`config.mk`:
```
export PLATFORM = sky130hd
export DESIGN_NAME = hbd_key_ram
export DESIGN_NICKNAME = d
export VERILOG_FILES = /design/src/hdl/huffman_tree_bit_decoder_macros.svh /design/src/hdl/hbd_key_ram.sv
export SDC_FILE = /design/constraint.sdc
export NUM_CORES = 1
export LEC_CHECK = 0
export BUFFER_PORTS_ARGS = -buffer_cell sky130_fd_sc_hd__buf_2
export CAP_MARGIN = 20
export CORE_MARGIN = 2
export CORE_UTILIZATION = 45
export CTS_BUF_LIST = sky130_fd_sc_hd__clkbuf_16
export CTS_CLUSTER_DIAMETER = 80
export CTS_CLUSTER_SIZE = 14
export DETAILED_ROUTE_END_ITERATION = 6
export PLACE_DENSITY = 0.6
export SYNTH_ARGS = -nofsm -noshare
export SYNTH_HDL_FRONTEND = slang
export SYNTH_SLANG_ARGS = --single-unit
```
`constraint.sdc`:
```
create_clock -name clk -period 2.89 [get_ports clk]
set_clock_uncertainty 0.05 [all_clocks]
set_input_delay 0.578 -clock clk [delete_from_list [all_inputs] [get_ports clk]]
set_output_delay 0.578 -clock clk [all_outputs]
set_load 0.005 [all_outputs]
```
`src/hdl/huffman_tree_bit_decoder_macros.svh`:
```
// Assertion macros shared by the decoder RTL.
// Needs clk and arst_n in scope at the point of use.
`ifndef HUFFMAN_TREE_BIT_DECODER_MACROS_SVH
`define HUFFMAN_TREE_BIT_DECODER_MACROS_SVH

// property that must hold at every edge outside reset
`define HBD_CHECK(label, prop, msg) \
	label: assert property (@(posedge clk) disable iff (!arst_n) prop) else $error(msg);

// cond in one cycle implies nxt in the following cycle
`define HBD_CHECK_NEXT(label, cond, nxt, msg) \
	label: assert property (@(posedge clk) disable iff (!arst_n) cond |=> nxt) else $error(msg);

`endif

```
`src/hdl/hbd_key_ram.sv`:
```
// Key byte table: one write port, one registered read port.
// No package dependencies.
module hbd_key_ram #(
	parameter int DEPTH = 64,
	parameter int AW    = 6
) (
	input  logic          clk,
	input  logic          we,
	input  logic [AW-1:0] waddr,
	input  logic [7:0]    wdata,
	input  logic          re,
	input  logic [AW-1:0] raddr,
	output logic [7:0]    rdata
);

	logic [7:0] mem [DEPTH];

	always_ff @(posedge clk) begin
		if (we) begin
			mem[waddr] <= wdata;
		end
	end

	always_ff @(posedge clk) begin
		if (re) begin
			rdata <= mem[raddr];
		end
	end

endmodule

```
==> impl_results.md <==
- Primary FF master, synth: edfxtp_1
- Worst slack, placed: -0.0727 ns
- Final Hold Fails: 0
- Post-synthesis sequential area ratio: 0.771
- Routed Antenna Nets: 0
- Arrival @ worst endpoint: 2.58 ns
- Clock latency on the worst-skew pair: 0.57 ns
- Total global-route track usage: 0.200
- Fill cells: 3503
- Largest delay share family, worst path: multiplexers
- Reg2reg start: mem[29][6]
- Worst path slowest cell: mux4_2
- Hold path cells: 1
- CP required: 3.14 ns
- Worst Setup End Kind: flop
- Placer Congestion: 0.770
- Die Ht: 216 microns
- Initial antenna violation count: 2
- CTS Hold Bufs: 0
- Die Span X: 216 microns
- Final nets: 1112
- Max stage delay on crit path: 0.50 ns
- Period Utilization, post-route: 0.806
- Area growth from synthesis to layout: 14.1%
- # setup viols final: 0
- Achievable Freq: 429 MHz
- CTS resizes: 0
- Least-Margin Pin Slew: 0.745 ns
- Hold path start: re
- Core ar.: 44300 sq um
- Crit start category: input pin
- Period minus WS final: 2.33 ns
- Crit path max fanout: 13
- Placed Cells incl. Taps: 1636
- Leak Pwr: 7.37 nW
- Drt first pass iters: 5
- VDD IR max: 0.000355 V
- Remaining Overflow, GRT: 0
- Met3 routed WL: 3.24 mm
- Clock-pin slew on the worst setup and hold paths: 0.07 ns
- Vias: 9764
- Cell area after synthesis: 20200 sq um
- # rows: 77
- Rel. slew slack: 0.503
- Net Count, Synth: 963
- Post-DP HPWL: 29.0 mm
- Cells on worst reg2reg path: 5
- Number of buffers created by CTS: 43
- Yosys warns: 0
- Hold Path Sink: rdata[4]
- P per Cell Area: 624 nW/um^2
- Met2 WL post-DR: 21.3 mm
- Vias in the first global route: 9992
- Top Ports: 31
- Syn_area_per_cell: 21.5 sq um
- Routed wire length: 45.4 mm
- Met1 wire length: 19.7 mm
- CTS Sinks: 520
- Seq cells post-synth: 520
- Final cell count without fillers: 1687
- First-pass GRT wire length: 67.2 mm
- Area leader, netlist: edfxtp_1
- Crit path buf inv count: 2
- CTS root buffer: clkbuf_16
- Final Cell Area: 23100 sq um
- Initial Utilization: 0.457
- CTS tree: yes
- Largest net degree at the start of global routing: 65
- Max Buffers Root-to-Sink: 3
- Main area contributors after synthesis: edfxtp_1 (77%), mux4_2 (14%), nor2_1 (1.5%)
- Critical path type: input pin to flop
- Worst Hold Class: input pin to flop
- Post-synth ARST share: 0
- Residual DRC: 0
- EDFF count, synth: 520
- MaxCap Viol Count: 0
- RSZ-0062 raised after global routing: no
- Highest routed layer: met4
- IO Port Bufs: 30
- WL/cell: 26.9 microns
- Final slew viol count: 0
- Htree depth: 2
- Dpl cell area: 21900 sq um
- Reg2Reg Setup Slack: 0.74 ns
- Synth top area share: 0.771
- RR Endpoint: rdata[6]
- Status: completed
- Vias per Instance: 5.79
- Share of layout cells above drive strength 1: 0.313
- Final core utilization: 0.521
- Mapped Cells: 940
- Worst Setup Slack, final: 0.560 ns
- 1st-iter DRT viols: 1009
- Synth unique cells: 39
- # Post-CTS Setup Buffers: 0
- Full die area: 46700 sq um
- Hold WS: 0.356 ns
- Cell Chain, Critical Path: clkbuf_8 -> buf_12 -> mux4_2 -> mux2_2 -> o221a_2 -> nor3_1 -> o32ai_1
[routing by layer]
layer / vias up / GRT usage
met1: 5171 / 0.285
li1: 4197 / -
met4: 0 / 0.0648
met2: 323 / 0.309
met3: 73 / 0.0438
met5: - / 0
[worst max-delay path by stage]
stage,from,to,cells after the start
after floorplan,raddr[1],rdata[3],7
after global placement,raddr[0],rdata[6],7
after detailed placement,raddr[0],rdata[6],7
after CTS,raddr[0],rdata[6],7
after global routing,raddr[0],rdata[4],7
final,raddr[0],rdata[6],7
[area by class of cell]
type                            count  area (sq um)  share of cell area
Sequential cell                   520         15600               0.676
Multi-Input combinational cell    369          4320               0.187
Timing Repair Buffer              155          1280              0.0553
Clock buffer                       45          1130              0.0487
Tap cell                          592           741              0.0321
Clock inverter                      4          22.5            0.000975
Antenna cell                        2          5.00            0.000217
[state kept, by name (all words and copies together) (netlist names)]
register  flops
rdata         8
mem         512
[cell families after synthesis]
family | synth area share
flops | 0.771
buf+inv | 0.0156
mux | 0.159
simple gates | 0.0337
compound gates | 0.0206
[worst register-to-register path, stage by stage (launching register included)]
cell and delay [ns]:
edfxtp_1 0.36, mux4_2 0.46, mux2_2 0.28, o221a_2 0.28
nor3_1 0.32, o32ai_1 0.14
[Yosys cell counts (3+ instances only)]
cell / n
nor3_1: 7
a221oi_1: 6
mux2i_1: 23
buf_2: 11
o2bb2ai_1: 3
a21oi_1: 3
nor2b_1: 14
edfxtp_1: 520
o2111ai_1: 3
buf_1: 4
buf_6: 4
clkbuf_1: 17
o22ai_1: 8
nand3b_1: 3
a211oi_1: 4
o221ai_1: 8
nand3_1: 13
nand2b_1: 7
mux4_2: 126
nand2_1: 19
nor2_1: 83
buf_4: 13
a22oi_1: 3
mux2_2: 13
[where the power goes]
group | switching (mW) | internal, mW | total, mW
clock network | 2.45 | 2.75 | 5.20
logic | 0.486 | 0.345 | 0.831
registers | 0.0211 | 8.36 | 8.38
[layout by cell type (no fill, tap or decap), types with 8 or more instances in the layout]
cell type and n:
buf_12 14, buf_2 27, buf_4 113, clkbuf_16 45, edfxtp_1 520, mux2_2 13
mux2i_1 23, mux4_2 126, nand2_1 19, nand3_1 13, nor2_1 83, nor2b_1 14
o221ai_1 8, o22ai_1 8
[metrics by stage]
step | setup TNS (ns) | power [mW]
6_report | 0 | 14.4
5_1_grt | 0 | 14.9
4_1_cts | 0 | 14.5
3_5_place_dp | -0.107 | 9.39
3_3_place_gp | -0.0925 | 9.38
2_1_floorplan | 0 | 8.98
(Power assumes the default switching activity.)
