**src/hdl/huffman_tree_bit_decoder_macros.svh**
```systemverilog
// Assertion macros shared by the decoder RTL.
// Needs clk and arst_n in scope at the point of use.
`ifndef HUFFMAN_TREE_BIT_DECODER_MACROS_SVH
`define HUFFMAN_TREE_BIT_DECODER_MACROS_SVH

// property that must hold at every edge outside reset
`define HBD_CHECK(label, prop, msg) \
	label: assert property (@(posedge clk) disable iff (!arst_n) prop) else $error(msg);

// cond in one cycle implies nxt in the following cycle
`define HBD_CHECK_NEXT(label, cond, nxt, msg) \
	label: assert property (@(posedge clk) disable iff (!arst_n) cond |=> nxt) else $error(msg);

`endif

```
**src/hdl/hbd_pkg.sv**
```systemverilog
// Shared types and constants for the Huffman tree-walk decoder.
// No dependencies.
package hbd_pkg;

	localparam int BYTE_BITS = 8;
	localparam int KEY_LIMIT = 64;

	// one tree table entry, left child in the lowest bits
	typedef struct packed {
		logic [7:0] symbol;
		logic       has_right;
		logic       has_left;
		logic [8:0] right;
		logic [8:0] left;
	} node_t;

	typedef enum logic [1:0] {
		REQ_NODE = 2'd0,
		REQ_KEY  = 2'd1,
		REQ_DATA = 2'd2
	} req_t;

	typedef enum logic [1:0] {
		CFG_ROOT   = 2'd0,
		CFG_KEYLEN = 2'd1,
		CFG_PAD    = 2'd2
	} cfg_reg_t;

	typedef enum logic [1:0] {
		ST_OK      = 2'd0,
		ST_MISSING = 2'd1,
		ST_MIDCODE = 2'd2
	} status_t;

	typedef enum logic {
		KIND_SYMBOL = 1'b0,
		KIND_STATUS = 1'b1
	} kind_t;

	// outcome of one walk step
	typedef struct packed {
		logic       leaf;
		logic       has;
		logic [8:0] child;
	} step_t;

endpackage

```
**src/hdl/hbd_walk_unit.sv**
```systemverilog
// Shared walk step: leaf check of a fetched child, then child select for one bit.
// Uses hbd_pkg::node_t and hbd_pkg::step_t.
module hbd_walk_unit (
	input  hbd_pkg::node_t rd_a,
	input  hbd_pkg::node_t rd_b,
	input  logic           cur_root,
	input  logic           chk,
	input  logic           bit_in,
	output hbd_pkg::step_t step
);

	hbd_pkg::node_t cur;

	always_comb begin
		// a fetched child that is not a leaf becomes the current node at once
		cur        = (cur_root && !chk) ? rd_b : rd_a;
		step.leaf  = chk && !(rd_a.has_left || rd_a.has_right);
		step.has   = bit_in ? cur.has_right : cur.has_left;
		step.child = bit_in ? cur.right : cur.left;
	end

endmodule

```
**config.mk**
```make
export PLATFORM = sky130hd
export DESIGN_NAME = hbd_walk_unit
export DESIGN_NICKNAME = d
export VERILOG_FILES = /design/src/hdl/huffman_tree_bit_decoder_macros.svh /design/src/hdl/hbd_pkg.sv /design/src/hdl/hbd_walk_unit.sv
export SDC_FILE = /design/constraint.sdc
export NUM_CORES = 1
export LEC_CHECK = 0
export BUFFER_PORTS_ARGS = -buffer_cell sky130_fd_sc_hd__buf_2
export CAP_MARGIN = 20
export CELL_PAD_IN_SITES_DETAIL_PLACEMENT = 2
export CELL_PAD_IN_SITES_GLOBAL_PLACEMENT = 2
export CORE_MARGIN = 3
export CORE_UTILIZATION = 10
export DETAILED_ROUTE_END_ITERATION = 8
export PLACE_DENSITY = 0.95
export SLEW_MARGIN = 20
export SYNTH_ARGS = -nofsm -noshare
export SYNTH_HDL_FRONTEND = slang
export SYNTH_SLANG_ARGS = --single-unit
```
**constraint.sdc**
```tcl
create_clock -name vclk -period 4.8
set_clock_uncertainty 0.2 [all_clocks]
set_input_delay 1.44 -clock vclk [all_inputs]
set_output_delay 1.44 -clock vclk [all_outputs]
set_load 0.005 [all_outputs]
```
==> qor.yml <==
outcome:
  status: "complete, no violations"
critical_path:
  slowest_stage: "mux4_2"
  worst-setup-path-type: "input pin to output port"
  crit_top_cell: "buf_2"
  critical_path.max_stage_delay_ns: 0.53
  critPathMaxFanout: 10
  cp.arrival_ns: 2.43
  cp-end-kind: "output port"
  worstPathCellList: "buf_2 -> nand2b_4 -> mux4_2 -> buf_2"
  cp.required_ns: 3.16
  crit_path_start_kind: "input pin"
place:
  io_buffers: 54
  gp_congestion: 0.603
  dpl.hpwl_um: 1400
power_and_ir_drop:
  power_frac_comb: 1.000
  p_leak_nw: 0.295
  p_switching_uw: 16.6
  internal_power_uw: 32.1
  vdd_drop_max_mv: 0.0329
  pwr-share-clk: 0
  power_frac_seq: 0
  powerDensity_nw_per_um2: 87.3
  swShare: 0.340
logic_synthesis:
  syn-num-nets: 74
  synth.cell_area_um2: 269
  synthCells: 15
  postSynthAreaPerCell_um2: 17.9
  ys_seq_area_frac: 0
  ys_top_cells_by_area: "mux4_2 (84%), nand2b_4 (5.1%), buf_6 (4.2%)"
  ys_warn_count: 0
  yosys.area.top_type_share: 0.837
  synth_top_area_cell: "mux4_2"
  yosysMostFrequentCell: "mux4_2"
  ys_types: 6
sta:
  slew_viol_final: 0
  worst_slew_pin_slew_ns: 0.235
  final-setup-viol-count: 0
  clock.fmax_mhz: 245
  final.min_clock_period_ns: 4.07
  rsz0062_at_grt: "no"
  period_share: 0.849
  whs_ns: 2.92
  relSlewSlack: 0.843
  fin_setup_tns_ns: 0
  hold_viol: 0
routing:
  drc: 0
  routed_wl_um: 1470
  via_count: 395
  drtPass1Iterations: 1
  drtAntennaViolNets: 0
  detail_route.wl_per_cell_um: 15.2
  drt_iter0_drc: 0
  avgViaCountPerCell: 4.07
grt:
  grt_pass1_vias: 446
  grt_util_all_layers: 0.0850
  grt_pass1_wl_um: 2230
  grt_overflow: 0
  antenna_found_initial: 0
  grt_max_degree: 11
die:
  die_area_um2: 3350
  core_um2: 2520
  dieHeight_um: 57.9
  rows: 18
  start_util: 0.107
  ios: 70
  die_w_um: 57.9
cts:
  cts_resized: 0
  postCtsSetupBuffers: 0
  ctsHoldBuffers: 0
layout:
  diodes: 0
  seq_cells: 0
  drive_above_1_share: 0.985
  nNetsFinal: 128
  clkbuf_count: 0
  seq_area_um2: 0
  syn_to_final_growth_pct: 107
worst_hold_path:
  whs_endpoint: "step[10]"
  hp-class: "input pin to output port"
  worst_hold_startpoint: "rd_a[18]"
  worstHoldPathCells: 3
flow_run:
  cap_viol_max_count: 0
[worst max-delay path, delay by kind of cell]
kind / cells / cell delay, ns
multiplexers: 1 / 0.53
AND/OR/NAND/NOR: 1 / 0.23
buffers and inverters: 2 / 0.22
[through the flow]
stage | cells | setup slack [ns] | area, um2 | utilization | power (mW)
2_1_floorplan | 15 | 0.958 | 269 | - | 0.0227
3_3_place_gp | 97 | 0.730 | 558 | 0.221 | 0.0470
3_5_place_dp | 97 | 0.704 | 558 | 0.221 | 0.0500
4_1_cts | 97 | 0.704 | 558 | 0.221 | 0.0501
5_1_grt | 97 | 0.653 | 558 | 0.221 | 0.0532
6_report | 97 | 0.726 | 558 | 0.221 | 0.0487
[layout by cell type, fill, tap and decap left out]
cell | netlist | routed
nand2b_4 | 1 | 1
mux4_2 | 10 | 10
nor3b_1 | 1 | 1
buf_2 | 0 | 54
inv_2 | 1 | 1
[worst max path at each step]
| stage | slack [ns] | to | from |
|---|---|---|---|
| 2_1_floorplan | 0.96 | step[0] | chk |
| 3_3_place_gp | 0.73 | step[7] | chk |
| 3_5_place_dp | 0.70 | step[7] | chk |
| 4_1_cts | 0.70 | step[7] | chk |
| 5_1_grt | 0.65 | step[7] | chk |
| 6_report | 0.73 | step[0] | chk |
[logic make-up (layout without fill, tap and decap cells)]
| logic type | Yosys count | count (layout) | synth area share |
|---|---|---|---|
| simple gates | 2 | 2 | 0.0791 |
| mux | 10 | 10 | 0.837 |
| buf+inv | 3 | 55 | 0.0837 |
[metal layers]
metal | global-route usage | up-vias | part of all wire
li1 | - | 177 | -
met1 | 0.0822 | 206 | 0.27
met2 | 0.197 | 12 | 0.69
met3 | 0.00445 | 0 | 0.034
met4 | 0 | 0 | 0
met5 | 0 | - | 0
[power by group through the flow]
stage | Clock, mW | Combinational, mW | Sequential (mW)
6_report | 0 | 0.0487 | 0
3_5_place_dp | 0 | 0.0500 | 0
5_1_grt | 0 | 0.0532 | 0
2_1_floorplan | 0 | 0.0227 | 0
3_3_place_gp | 0 | 0.0470 | 0
4_1_cts | 0 | 0.0501 | 0
[cell type report]
cell class / instances / area [um2]
fillers: 304 / 1960
inverters: 1 / 3.75
multi-input cells: 12 / 246
well taps: 30 / 37.5
repair buffers: 54 / 270
No activity file was read; power rests on OpenSTA's default activity.
